### config.mk
export PLATFORM = sky130hd
export DESIGN_NAME = trackball_rotation_accumulator
export DESIGN_NICKNAME = d
export VERILOG_FILES = /design/src/rtl/tra_pkg.sv /design/src/rtl/tra_divsqrt.sv /design/src/rtl/trackball_rotation_accumulator.sv
export SDC_FILE = /design/constraint.sdc
export NUM_CORES = 2
export LEC_CHECK = 0
export BUFFER_PORTS_ARGS = -buffer_cell sky130_fd_sc_hd__buf_2
export CELL_PAD_IN_SITES_DETAIL_PLACEMENT = 1
export CELL_PAD_IN_SITES_GLOBAL_PLACEMENT = 1
export CORE_MARGIN = 2
export CORE_UTILIZATION = 35
export CTS_CLUSTER_DIAMETER = 30
export DETAILED_ROUTE_END_ITERATION = 10
export PLACE_DENSITY_LB_ADDON = 0.1
export SETUP_SLACK_MARGIN = 0.15
export SYNTH_ARGS = -nofsm -noshare
export SYNTH_HDL_FRONTEND = slang
export SYNTH_HIERARCHICAL = 1
export SYNTH_SLANG_ARGS = --single-unit
export TNS_END_PERCENT = 100
### constraint.sdc
create_clock -name aclk -period 11.7 [get_ports aclk]
set_input_delay 1.17 -clock aclk [delete_from_list [all_inputs] [get_ports aclk]]
set_output_delay 1.17 -clock aclk [all_outputs]
set_load 0.05 [all_outputs]
### src/rtl/tra_pkg.sv
// shared types, constants and fixed-point helpers for the trackball rotation accumulator
`timescale 1ns / 1ps
`default_nettype none
package tra_pkg;

    localparam int FRAC_BITS = 14;
    localparam int ONE       = 1 << FRAC_BITS;
    localparam int MAX_DIM   = 4096;

    localparam int DIM_W   = 13;
    localparam int POS_W   = 12;
    localparam int Q_W     = 16;
    localparam int CV_W    = 27;
    localparam int MUL_W   = 27;
    localparam int PROD_W  = 2 * MUL_W;
    localparam int ACC_W   = 56;
    localparam int RND_W   = 18;
    localparam int SUM_W   = 20;
    localparam int SQ_W    = 52;
    localparam int ROOT_W  = SQ_W / 2;
    localparam int DIV_QW  = 16;
    localparam int NUM_W   = 40;
    localparam int REM_W   = 30;
    localparam int CNT_W   = 5;

    localparam logic [DIM_W-1:0] W_RESET = DIM_W'(640);
    localparam logic [DIM_W-1:0] H_RESET = DIM_W'(480);

    typedef enum logic {
        REG_WIDTH  = 1'b0,
        REG_HEIGHT = 1'b1
    } reg_idx_t;

    typedef enum logic {
        CMD_PRESS = 1'b0,
        CMD_MOVE  = 1'b1
    } cmd_t;

    typedef enum logic {
        OP_DIV  = 1'b0,
        OP_SQRT = 1'b1
    } unit_op_t;

    typedef struct packed {
        logic             cmd;
        logic [POS_W-1:0] x_pos;
        logic [POS_W-1:0] y_pos;
    } in_item_t;

    typedef struct packed {
        logic signed [Q_W-1:0] rot_r0c0;
        logic signed [Q_W-1:0] rot_r0c1;
        logic signed [Q_W-1:0] rot_r0c2;
        logic signed [Q_W-1:0] rot_r1c0;
        logic signed [Q_W-1:0] rot_r1c1;
        logic signed [Q_W-1:0] rot_r1c2;
        logic signed [Q_W-1:0] rot_r2c0;
        logic signed [Q_W-1:0] rot_r2c1;
        logic signed [Q_W-1:0] rot_r2c2;
        logic                  updated;
    } out_item_t;

    typedef struct packed {
        logic              start;
        unit_op_t          op;
        logic [SQ_W-1:0]   arg;
        logic [NUM_W-1:0]  num;
        logic [ROOT_W-1:0] den;
    } unit_req_t;

    typedef struct packed {
        logic              busy;
        logic              done;
        logic [ROOT_W-1:0] res;
    } unit_rsp_t;

    // magnitude round to nearest, ties away from zero, drop the fraction bits
    function automatic logic signed [RND_W-1:0] shr_round(input logic signed [ACC_W-1:0] v);
        logic [ACC_W-1:0] m;
        logic [ACC_W-1:0] r;
        logic [RND_W-1:0] t;
        m = v[ACC_W-1] ? ACC_W'(-v) : ACC_W'(v);
        r = (m + ACC_W'(ONE / 2)) >> FRAC_BITS;
        t = {1'b0, r[RND_W-2:0]};
        return v[ACC_W-1] ? -$signed(t) : $signed(t);
    endfunction

    function automatic logic signed [Q_W-1:0] sat_one(input logic signed [SUM_W-1:0] v);
        if (v > SUM_W'(ONE)) begin
            return Q_W'(ONE);
        end else if (v < -SUM_W'(ONE)) begin
            return -Q_W'(ONE);
        end else begin
            return v[Q_W-1:0];
        end
    endfunction

endpackage
`default_nettype wire

### src/rtl/tra_divsqrt.sv
// shared radix-2 divider and radix-4 integer square root, one step per cycle
`timescale 1ns / 1ps
`default_nettype none
module tra_divsqrt import tra_pkg::*; (
    input  wire logic      aclk,
    input  wire logic      aresetn,
    input  wire unit_req_t req,
    output unit_rsp_t      rsp
);

    logic              busy_reg;
    logic              done_reg;
    unit_op_t          op_reg;
    logic [CNT_W-1:0]  cnt_reg;
    logic [REM_W-1:0]  rem_reg;
    logic [REM_W-1:0]  rem_next;
    logic [ROOT_W-1:0] res_reg;
    logic [ROOT_W-1:0] res_next;
    logic [SQ_W-1:0]   opnd_reg;
    logic [ROOT_W-1:0] den_reg;
    logic [REM_W-1:0]  rem_sh;
    logic [REM_W-1:0]  trial;
    logic              ge;

    always_comb begin
        if (op_reg == OP_SQRT) begin
            rem_sh = {rem_reg[REM_W-3:0], opnd_reg[SQ_W-1 -: 2]};
            trial  = REM_W'({res_reg, 2'b01});
        end else begin
            rem_sh = {rem_reg[REM_W-2:0], opnd_reg[SQ_W-1]};
            trial  = REM_W'(den_reg);
        end
        ge       = rem_sh >= trial;
        rem_next = ge ? rem_sh - trial : rem_sh;
        res_next = {res_reg[ROOT_W-2:0], ge};
    end

    always_ff @(posedge aclk) begin
        if (!aresetn) begin
            busy_reg <= 1'b0;
            done_reg <= 1'b0;
        end else begin
            done_reg <= 1'b0;
            if (req.start) begin
                busy_reg <= 1'b1;
                op_reg   <= req.op;
                den_reg  <= req.den;
                res_reg  <= '0;
                if (req.op == OP_SQRT) begin
                    cnt_reg  <= CNT_W'(ROOT_W - 1);
                    rem_reg  <= '0;
                    opnd_reg <= req.arg;
                end else begin
                    cnt_reg  <= CNT_W'(DIV_QW - 1);
                    rem_reg  <= REM_W'(req.num[NUM_W-1:DIV_QW]);
                    opnd_reg <= {req.num[DIV_QW-1:0], (SQ_W - DIV_QW)'(0)};
                end
            end else if (busy_reg) begin
                rem_reg  <= rem_next;
                res_reg  <= res_next;
                opnd_reg <= (op_reg == OP_SQRT) ? opnd_reg << 2 : opnd_reg << 1;
                cnt_reg  <= cnt_reg - CNT_W'(1);
                if (cnt_reg == '0) begin
                    busy_reg <= 1'b0;
                    done_reg <= 1'b1;
                end
            end
        end
    end

    assign rsp.busy = busy_reg;
    assign rsp.done = done_reg;
    assign rsp.res  = res_reg;

endmodule
`default_nettype wire

### src/rtl/trackball_rotation_accumulator.sv
// top level: virtual trackball sequencer with shared multiplier and div/sqrt unit
`timescale 1ns / 1ps
`default_nettype none
// One item at a time. A press makes three divides and one square root, a move
// up to six divides and three square roots: each divide runs in the radix-2
// divider, each square root in the radix-4 root unit, and every product goes
// through the single 27x27 multiplier, one per cycle. s_ready is high only
// between items; the finished result waits in the output register while the
// block already takes the next request. The window registers are taken as 1
// when zero and clipped to 4096.
module trackball_rotation_accumulator import tra_pkg::*; (
    input  wire logic             aclk,
    input  wire logic             aresetn,
    input  wire logic             cfg_we,
    input  wire logic             cfg_addr,
    input  wire logic [DIM_W-1:0] cfg_wdata,
    input  wire logic             s_valid,
    output logic                  s_ready,
    input  wire in_item_t         s_data,
    output logic                  m_valid,
    input  wire logic             m_ready,
    output out_item_t             m_data
);

    typedef enum logic [15:0] {
        ST_IDLE   = 16'h0001,
        ST_MAP    = 16'h0002,
        ST_MSQ    = 16'h0004,
        ST_MSQRT  = 16'h0008,
        ST_MDIV   = 16'h0010,
        ST_CMP    = 16'h0020,
        ST_CROSS  = 16'h0040,
        ST_CSQ    = 16'h0080,
        ST_CSQRT  = 16'h0100,
        ST_ADIV   = 16'h0200,
        ST_SINSQ  = 16'h0400,
        ST_SSQRT  = 16'h0800,
        ST_RMAT   = 16'h1000,
        ST_MMUL   = 16'h2000,
        ST_COMMIT = 16'h4000,
        ST_OUT    = 16'h8000
    } state_t;

    state_t                  st_reg;
    logic [DIM_W-1:0]        wreg_reg;
    logic [DIM_W-1:0]        hreg_reg;
    in_item_t                item_reg;
    logic                    upd_reg;
    logic                    go_reg;
    logic [1:0]              jb_reg;
    logic [2:0]              idx_reg;
    logic [1:0]              ri_reg;
    logic [1:0]              cj_reg;
    logic [3:0]              ent_reg;
    logic [1:0]              sub_reg;
    logic signed [PROD_W-1:0] prod_reg;
    logic signed [ACC_W-1:0] acc_reg;
    logic [ROOT_W-1:0]       len_reg;
    logic signed [Q_W-1:0]   sv_reg  [3];
    logic signed [Q_W-1:0]   pt_reg  [3];
    logic signed [CV_W-1:0]  cv_reg  [3];
    logic signed [Q_W-1:0]   ax_reg  [3];
    logic signed [Q_W-1:0]   r_reg   [9];
    logic signed [Q_W-1:0]   nm_reg  [9];
    logic signed [Q_W-1:0]   mat_reg [9];
    logic signed [Q_W-1:0]   cs_reg;
    logic signed [Q_W-1:0]   sn_reg;
    logic signed [Q_W-1:0]   aa_reg;
    logic signed [RND_W-1:0] e1_reg;
    logic                    m_valid_reg;
    out_item_t               out_reg;

    logic [DIM_W-1:0]        w_dim;
    logic [DIM_W-1:0]        h_dim;
    logic signed [14:0]      a_map;
    logic signed [14:0]      b_map;
    logic signed [MUL_W-1:0] mac_a;
    logic signed [MUL_W-1:0] mac_b;
    logic [1:0]              mac_n;
    logic                    mac_st;
    logic                    mac_done;
    logic signed [RND_W-1:0] rnd;
    logic signed [CV_W-1:0]  cv_sel;
    logic [CV_W-1:0]         cv_mag;
    logic signed [Q_W:0]     q_signed;
    logic signed [Q_W:0]     t_val;
    logic [1:0]              k_idx;
    logic                    off_neg;
    logic [3:0]              rk_idx;
    logic [3:0]              mk_idx;
    logic [3:0]              ent_last;
    unit_req_t               unit_req;
    unit_rsp_t               unit_rsp;

    tra_divsqrt u_divsqrt (
        .aclk    (aclk),
        .aresetn (aresetn),
        .req     (unit_req),
        .rsp     (unit_rsp)
    );

    function automatic logic [DIM_W-1:0] dim_of(input logic [DIM_W-1:0] v);
        if (v == '0) begin
            return DIM_W'(1);
        end else if (v > DIM_W'(MAX_DIM)) begin
            return DIM_W'(MAX_DIM);
        end else begin
            return v;
        end
    endfunction

    assign w_dim  = dim_of(wreg_reg);
    assign h_dim  = dim_of(hreg_reg);
    assign a_map  = $signed({2'b00, item_reg.x_pos, 1'b0}) - $signed({2'b00, w_dim});
    assign b_map  = $signed({2'b00, h_dim}) - $signed({2'b00, item_reg.y_pos, 1'b0});
    assign rnd    = shr_round(acc_reg);
    assign t_val  = (Q_W + 1)'(ONE) - (Q_W + 1)'(cs_reg);
    assign k_idx  = 2'd3 - ri_reg - cj_reg;
    assign off_neg = (ri_reg == 2'd0 && cj_reg == 2'd1) || (ri_reg == 2'd1 && cj_reg == 2'd2)
                  || (ri_reg == 2'd2 && cj_reg == 2'd0);
    assign rk_idx = 4'({ri_reg, 1'b0}) + 4'(ri_reg) + 4'(idx_reg[1:0]);
    assign mk_idx = 4'({idx_reg[1:0], 1'b0}) + 4'(idx_reg[1:0]) + 4'(cj_reg);
    assign ent_last = 4'd8;

    // operand selection for the shared multiplier
    always_comb begin
        mac_a  = '0;
        mac_b  = '0;
        mac_n  = 2'd1;
        mac_st = 1'b1;
        case (st_reg)
            ST_MAP: begin
                case (jb_reg)
                    2'd0: begin
                        mac_a = MUL_W'(a_map);
                        mac_b = MUL_W'($signed({1'b0, h_dim}));
                    end
                    2'd1: begin
                        mac_a = MUL_W'(b_map);
                        mac_b = MUL_W'($signed({1'b0, w_dim}));
                    end
                    default: begin
                        mac_a = MUL_W'($signed({1'b0, w_dim}));
                        mac_b = MUL_W'($signed({1'b0, h_dim}));
                    end
                endcase
            end
            ST_MSQ, ST_CSQ: begin
                mac_n = 2'd3;
                mac_a = cv_reg[idx_reg[1:0] == 2'd3 ? 2'd0 : idx_reg[1:0]];
                mac_b = mac_a;
            end
            ST_CROSS: begin
                mac_n = (jb_reg == 2'd3) ? 2'd3 : 2'd2;
                case ({jb_reg, idx_reg[0]})
                    3'b000: begin
                        mac_a = MUL_W'(sv_reg[1]);
                        mac_b = MUL_W'(pt_reg[2]);
                    end
                    3'b001: begin
                        mac_a = -MUL_W'(pt_reg[1]);
                        mac_b = MUL_W'(sv_reg[2]);
                    end
                    3'b010: begin
                        mac_a = MUL_W'(pt_reg[0]);
                        mac_b = MUL_W'(sv_reg[2]);
                    end
                    3'b011: begin
                        mac_a = -MUL_W'(sv_reg[0]);
                        mac_b = MUL_W'(pt_reg[2]);
                    end
                    3'b100: begin
                        mac_a = MUL_W'(sv_reg[0]);
                        mac_b = MUL_W'(pt_reg[1]);
                    end
                    3'b101: begin
                        mac_a = -MUL_W'(pt_reg[0]);
                        mac_b = MUL_W'(sv_reg[1]);
                    end
                    default: begin
                        case (idx_reg[1:0])
                            2'd0: begin
                                mac_a = MUL_W'(sv_reg[0]);
                                mac_b = MUL_W'(pt_reg[0]);
                            end
                            2'd1: begin
                                mac_a = MUL_W'(sv_reg[1]);
                                mac_b = MUL_W'(pt_reg[1]);
                            end
                            default: begin
                                mac_a = MUL_W'(sv_reg[2]);
                                mac_b = MUL_W'(pt_reg[2]);
                            end
                        endcase
                    end
                endcase
            end
            ST_SINSQ: begin
                mac_a = MUL_W'(cs_reg);
                mac_b = MUL_W'(cs_reg);
            end
            ST_RMAT: begin
                case (sub_reg)
                    2'd0: begin
                        mac_a = MUL_W'(ax_reg[ri_reg == 2'd3 ? 2'd0 : ri_reg]);
                        mac_b = MUL_W'(ax_reg[cj_reg == 2'd3 ? 2'd0 : cj_reg]);
                    end
                    2'd1: begin
                        mac_a = MUL_W'(aa_reg);
                        mac_b = MUL_W'(t_val);
                    end
                    default: begin
                        mac_a = off_neg ? -MUL_W'(ax_reg[k_idx == 2'd3 ? 2'd0 : k_idx])
                                        : MUL_W'(ax_reg[k_idx == 2'd3 ? 2'd0 : k_idx]);
                        mac_b = MUL_W'(sn_reg);
                    end
                endcase
            end
            ST_MMUL: begin
                mac_n = 2'd3;
                mac_a = MUL_W'(r_reg[rk_idx > 4'd8 ? 4'd0 : rk_idx]);
                mac_b = MUL_W'(mat_reg[mk_idx > 4'd8 ? 4'd0 : mk_idx]);
            end
            default: begin
                mac_st = 1'b0;
            end
        endcase
    end

    assign mac_done = mac_st && (idx_reg == 3'(mac_n) + 3'd1);

    // divider operand and signed quotient for the normalizing divides
    assign cv_sel = cv_reg[jb_reg == 2'd3 ? 2'd0 : jb_reg];
    assign cv_mag = cv_sel[CV_W-1] ? CV_W'(-cv_sel) : CV_W'(cv_sel);
    assign q_signed = cv_sel[CV_W-1] ? -$signed({1'b0, unit_rsp.res[Q_W-1:0]})
                                     : $signed({1'b0, unit_rsp.res[Q_W-1:0]});

    always_comb begin
        unit_req.start = go_reg
                      || (mac_done && (st_reg == ST_MSQ || st_reg == ST_CSQ
                                       || st_reg == ST_SINSQ));
        unit_req.op    = go_reg ? OP_DIV : OP_SQRT;
        unit_req.arg   = (st_reg == ST_SINSQ)
                       ? SQ_W'(ACC_W'(ONE * ONE) - acc_reg) : acc_reg[SQ_W-1:0];
        unit_req.num   = (NUM_W'(cv_mag[24:0]) << FRAC_BITS) + NUM_W'(len_reg >> 1);
        unit_req.den   = len_reg;
    end

    // multiply-accumulate engine
    always_ff @(posedge aclk) begin
        if (st_reg == ST_IDLE || mac_done) begin
            idx_reg <= '0;
            acc_reg <= '0;
        end else if (mac_st) begin
            idx_reg <= idx_reg + 3'd1;
            if (idx_reg < 3'(mac_n)) begin
                prod_reg <= mac_a * mac_b;
            end
            if (idx_reg != '0) begin
                acc_reg <= acc_reg + ACC_W'(prod_reg);
            end
        end
    end

    always_ff @(posedge aclk) begin
        if (!aresetn) begin
            wreg_reg <= W_RESET;
            hreg_reg <= H_RESET;
        end else if (cfg_we) begin
            case (cfg_addr)
                REG_WIDTH:  wreg_reg <= cfg_wdata;
                REG_HEIGHT: hreg_reg <= cfg_wdata;
                default:    wreg_reg <= wreg_reg;
            endcase
        end
    end

    // sequencer
    always_ff @(posedge aclk) begin
        if (!aresetn) begin
            st_reg      <= ST_IDLE;
            go_reg      <= 1'b0;
            m_valid_reg <= 1'b0;
            for (int n = 0; n < 3; n++) begin
                sv_reg[n] <= '0;
            end
            for (int n = 0; n < 9; n++) begin
                mat_reg[n] <= (n % 4 == 0) ? Q_W'(ONE) : '0;
            end
        end else begin
            if (st_reg == ST_OUT && (!m_valid_reg || m_ready)) begin
                m_valid_reg <= 1'b1;
            end else if (m_valid_reg && m_ready) begin
                m_valid_reg <= 1'b0;
            end
            case (st_reg)
                ST_IDLE: begin
                    if (s_valid) begin
                        item_reg <= s_data;
                        jb_reg   <= '0;
                        upd_reg  <= 1'b0;
                        st_reg   <= ST_MAP;
                    end
                end
                ST_MAP: begin
                    if (mac_done) begin
                        cv_reg[jb_reg == 2'd3 ? 2'd0 : jb_reg] <= acc_reg[CV_W-1:0];
                        jb_reg <= jb_reg + 2'd1;
                        if (jb_reg == 2'd2) begin
                            st_reg <= ST_MSQ;
                        end
                    end
                end
                ST_MSQ: begin
                    if (mac_done) begin
                        st_reg <= ST_MSQRT;
                    end
                end
                ST_MSQRT: begin
                    if (unit_rsp.done) begin
                        len_reg <= unit_rsp.res;
                        jb_reg  <= '0;
                        go_reg  <= 1'b1;
                        st_reg  <= ST_MDIV;
                    end
                end
                ST_MDIV, ST_ADIV: begin
                    if (unit_rsp.done) begin
                        if (st_reg == ST_MDIV) begin
                            pt_reg[jb_reg == 2'd3 ? 2'd0 : jb_reg] <= q_signed[Q_W-1:0];
                        end else begin
                            ax_reg[jb_reg == 2'd3 ? 2'd0 : jb_reg] <= q_signed[Q_W-1:0];
                        end
                        if (jb_reg == 2'd2) begin
                            jb_reg <= '0;
                            st_reg <= (st_reg == ST_MDIV) ? ST_CMP : ST_SINSQ;
                        end else begin
                            jb_reg <= jb_reg + 2'd1;
                            go_reg <= 1'b1;
                        end
                    end else begin
                        go_reg <= 1'b0;
                    end
                end
                ST_CMP: begin
                    if (item_reg.cmd == CMD_PRESS) begin
                        sv_reg <= pt_reg;
                        st_reg <= ST_OUT;
                    end else if (pt_reg[0] == sv_reg[0] && pt_reg[1] == sv_reg[1]
                                 && pt_reg[2] == sv_reg[2]) begin
                        st_reg <= ST_OUT;
                    end else begin
                        st_reg <= ST_CROSS;
                    end
                end
                ST_CROSS: begin
                    if (mac_done) begin
                        jb_reg <= jb_reg + 2'd1;
                        if (jb_reg == 2'd3) begin
                            cs_reg <= sat_one(SUM_W'(rnd));
                            sv_reg <= pt_reg;
                            // parallel points, or no press yet: nothing to rotate
                            if (cv_reg[0] == '0 && cv_reg[1] == '0 && cv_reg[2] == '0) begin
                                st_reg <= ST_OUT;
                            end else begin
                                st_reg <= ST_CSQ;
                            end
                        end else begin
                            cv_reg[jb_reg] <= CV_W'(rnd);
                        end
                    end
                end
                ST_CSQ: begin
                    if (mac_done) begin
                        st_reg <= ST_CSQRT;
                    end
                end
                ST_CSQRT: begin
                    if (unit_rsp.done) begin
                        len_reg <= (unit_rsp.res == '0) ? ROOT_W'(1) : unit_rsp.res;
                        jb_reg  <= '0;
                        go_reg  <= 1'b1;
                        st_reg  <= ST_ADIV;
                    end
                end
                ST_SINSQ: begin
                    if (mac_done) begin
                        st_reg <= ST_SSQRT;
                    end
                end
                ST_SSQRT: begin
                    if (unit_rsp.done) begin
                        sn_reg  <= unit_rsp.res[Q_W-1:0];
                        ri_reg  <= '0;
                        cj_reg  <= '0;
                        ent_reg <= '0;
                        sub_reg <= '0;
                        st_reg  <= ST_RMAT;
                    end
                end
                ST_RMAT: begin
                    if (mac_done) begin
                        case (sub_reg)
                            2'd0: begin
                                aa_reg  <= rnd[Q_W-1:0];
                                sub_reg <= 2'd1;
                            end
                            2'd1: begin
                                e1_reg <= rnd;
                                if (ri_reg == cj_reg) begin
                                    r_reg[ent_reg > 4'd8 ? 4'd0 : ent_reg]
                                        <= sat_one(SUM_W'(rnd) + SUM_W'(cs_reg));
                                    sub_reg <= 2'd0;
                                end else begin
                                    sub_reg <= 2'd2;
                                end
                            end
                            default: begin
                                r_reg[ent_reg > 4'd8 ? 4'd0 : ent_reg]
                                    <= sat_one(SUM_W'(e1_reg) + SUM_W'(rnd));
                                sub_reg <= 2'd0;
                            end
                        endcase
                        if (sub_reg == 2'd2 || (sub_reg == 2'd1 && ri_reg == cj_reg)) begin
                            if (ent_reg == ent_last) begin
                                ri_reg  <= '0;
                                cj_reg  <= '0;
                                ent_reg <= '0;
                                st_reg  <= ST_MMUL;
                            end else begin
                                ent_reg <= ent_reg + 4'd1;
                                cj_reg  <= (cj_reg == 2'd2) ? 2'd0 : cj_reg + 2'd1;
                                if (cj_reg == 2'd2) begin
                                    ri_reg <= ri_reg + 2'd1;
                                end
                            end
                        end
                    end
                end
                ST_MMUL: begin
                    if (mac_done) begin
                        nm_reg[ent_reg > 4'd8 ? 4'd0 : ent_reg] <= sat_one(SUM_W'(rnd));
                        ent_reg <= ent_reg + 4'd1;
                        cj_reg  <= (cj_reg == 2'd2) ? 2'd0 : cj_reg + 2'd1;
                        if (cj_reg == 2'd2) begin
                            ri_reg <= ri_reg + 2'd1;
                        end
                        if (ent_reg == ent_last) begin
                            st_reg <= ST_COMMIT;
                        end
                    end
                end
                ST_COMMIT: begin
                    mat_reg <= nm_reg;
                    upd_reg <= 1'b1;
                    st_reg  <= ST_OUT;
                end
                ST_OUT: begin
                    if (!m_valid_reg || m_ready) begin
                        out_reg.rot_r0c0 <= mat_reg[0];
                        out_reg.rot_r0c1 <= mat_reg[1];
                        out_reg.rot_r0c2 <= mat_reg[2];
                        out_reg.rot_r1c0 <= mat_reg[3];
                        out_reg.rot_r1c1 <= mat_reg[4];
                        out_reg.rot_r1c2 <= mat_reg[5];
                        out_reg.rot_r2c0 <= mat_reg[6];
                        out_reg.rot_r2c1 <= mat_reg[7];
                        out_reg.rot_r2c2 <= mat_reg[8];
                        out_reg.updated  <= upd_reg;
                        st_reg           <= ST_IDLE;
                    end
                end
                default: begin
                    st_reg <= ST_IDLE;
                end
            endcase
        end
    end

    assign s_ready = (st_reg == ST_IDLE);
    assign m_valid = m_valid_reg;
    assign m_data  = out_reg;

    a_busy_after_accept: assert property (@(posedge aclk) disable iff (!aresetn)
        (s_valid && s_ready) |=> !s_ready)
        else $error("request taken while a previous one is in flight");

    a_unit_start_idle: assert property (@(posedge aclk) disable iff (!aresetn)
        unit_req.start |-> !unit_rsp.busy)
        else $error("div/sqrt unit restarted while busy");

    a_diag_bounded: assert property (@(posedge aclk) disable iff (!aresetn)
        m_valid |-> (m_data.rot_r0c0 <= Q_W'(ONE) && m_data.rot_r0c0 >= -Q_W'(ONE)
                  && m_data.rot_r1c1 <= Q_W'(ONE) && m_data.rot_r1c1 >= -Q_W'(ONE)
                  && m_data.rot_r2c2 <= Q_W'(ONE) && m_data.rot_r2c2 >= -Q_W'(ONE)))
        else $error("matrix entry outside unit range");

endmodule
`default_nettype wire
==> results by group <==
Run status
  • Status: complete, no violations

Placed design
  • Detailed placement HPWL: 304200 microns
  • Placement Setup Slack: -321.2 ps
  • Gpl congestion: 0.9406
  • Area after DPL: roughly 100000 sq um
  • PortBufs: 190
  • Placed cells: between 10000 and 15000

Route
  • Vias per cell: ~5.5
  • DR iter-0 viols: 5829
  • Post-route DRC violation count: 0
  • Post-route antenna net violation count: 0
  • Detailed Route WL: 388500 microns
  • Via count: 73910
  • Router iterations before antenna repair: 5
  • Routed WL per cell: 28.74 microns

STA
  • Setup ws final: 509.1 ps
  • Crit path time final: 11190 ps
  • Period utilization: a little over nine tenths
  • Clk_skew: approximately 120 ps
  • Slew Viols, Final: 0
  • RSZ-0062 raised after global routing: yes
  • Max_slew headroom: 3.449%
  • Final Hold Viols: 0
  • # setup viols final: 0
  • Actual slew at the worst max-slew pin: 1448 ps
  • Peak Freq: 89.36 MHz
  • Hold_ws: 413.8 ps

Critical path
  • Critical path's top delay family: adder cells
  • Most common cell on crit path: fa_1
  • CP max stage delay: 580 ps
  • CP Data Arrival Time: between 10000 and 15000 ps
  • Crit. End Element: flip-flop
  • CP max FO: 13
  • Crit path buffers/inverters: 12
  • CP Class: flip-flop to flip-flop
  • Worst EP required: 12290 ps
  • Startpoint Class: flip-flop
  • Critical path's slowest cell: fa_1

Pwr
  • Leakage: 0.04704 uW
  • Max IR drop VDD: 0.1217 mV
  • PwrDens: 131.3 nW/um^2

Clocking
  • CTS max path bufs: 4
  • CTS tree: yes
  • CTS Buf Count: 318
  • Root Driver: clkbuf_16
  • H-tree levels: 5
  • Clock Sinks: between 1000 and 1500
  • Worst-Skew Late Latency: 900 ps
  • Worst-path clk slew: 50 ps

Global routing
  • Vias in the first global route: 77640
  • Largest net degree at the start of global routing: between 100 and 150
  • Initial antenna violation count: 36
  • First-pass GRT wire length: roughly 560000 microns
  • Total track usage: 28.51%
  • GR Overflow Total: 0

Cells and area
  • Final core occ: 42.88%
  • P&R area growth vs syn: 22.21%
  • Top reg by flops: m_data
  • Non-Filler Instances: 13520
  • Layout Nets: about 11000
  • Max reg flops: approximately 150
  • Layout cells sized above 1: 17.22%
  • Fin area: 113500 sq um

Flow run
  • Max cap viols: 0

Logic synthesis
  • Synthesized Nets: 10220
  • Avg Inst Size Synth: 10.25 sq um
  • Mapped Area: 92840 sq um
  • Instance count of the mapped netlist: 9058
  • YS warnings: 6

Min path
  • HP Class: flip-flop to flip-flop

Die
  • Total die area: 269400 sq um
  • Row count: between 150 and 200
  • # IOs: between 150 and 200
  • Die height: 519.0 microns
  • Starting Density: 35.09%
  • Placeable Area: around 260000 sq um
  • Die W: 519.0 microns
==> worst paths after layout <==
| check | start | endpoint | slack (ps) | cells past startpoint |
|---|---|---|---|---|
| min | len_reg[7]$_DFFE_PP_ | u_divsqrt/den_reg[7]$_DFFE_PP_ | 410 | 0 |
| max reg2reg | cj_reg[1]$_SDFFCE_PP0P_ | prod_reg[47]$_DFFE_PP_ | 510 | 40 |
| max | cj_reg[1]$_SDFFCE_PP0P_ | prod_reg[47]$_DFFE_PP_ | 510 | 40 |
| min reg2reg | len_reg[7]$_DFFE_PP_ | u_divsqrt/den_reg[7]$_DFFE_PP_ | 410 | 0 |
==> metrics by stage <==
stage | power (uW) | setup TNS (ps)
floorplan | 5421 | 0
global placement | 5936 | -1622
detailed placement | 5943 | -1530
CTS | 15000 | 0
global route | 15290 | 0
finish | 14900 | 0
==> layer usage <==
layer | vias up | wire [microns] | track usage (%)
met1 | 38390 | 170100 | 39.32
met4 | 0 | 16200 | 10.53
met2 | 2428 | 177300 | 45.28
met5 | - | 0 | 0
li1 | 32540 | - | -
met3 | 544 | 24870 | 4.303
==> power breakdown <==
| group | internal, uW | switching [uW] |
|---|---|---|
| Sequential | 4800 | 26.8 |
| Clock | 6200 | 2800 |
| Combinational | 327 | 738 |
==> placed cells by master (no fill, tap or decap), types with 45 or more instances in the layout <==
master	n
inv_1	1010
xor2_1	209
mux4_2	114
bufinv_16	46
a211oi_1	84
nor4_1	76
o21ai_0	253
clkinv_2	52
nand3_1	94
nor2b_1	116
nor3_1	111
a21o_1	98
xnor2_1	226
nand2_1	1285
buf_4	603
a21boi_0	231
mux2i_1	211
a31oi_1	51
nor2_1	555
buf_2	189
dfxtp_1	296
clkbuf_16	328
a21oi_1	445
clkbuf_1	45
and2_1	57
ha_1	345
fa_1	768
edfxtp_1	960
==> area by class of cell <==
type | count | area (sq um)
Tap cell | 3533 | 4420
Clock inverter | 191 | 2385
Inverter | 1017 | 3822
Fill cell | 28900 | 151200
Antenna cell | 9 | 22.52
Multi-Input combinational cell | 6270 | 52870
Clock buffer | 389 | 8586
Sequential cell | 1257 | 34780
Timing Repair Buffer | 853 | 6583
==> repair_timing <==
action,CTS,global route
pin swaps,3,13
buffers inserted,4,10
cloned,1,2
hold buffers,0,0
resized for setup,31,81
endpoints found under the setup margin,16,19
Note: power is estimated with default switching activity, not from simulation.
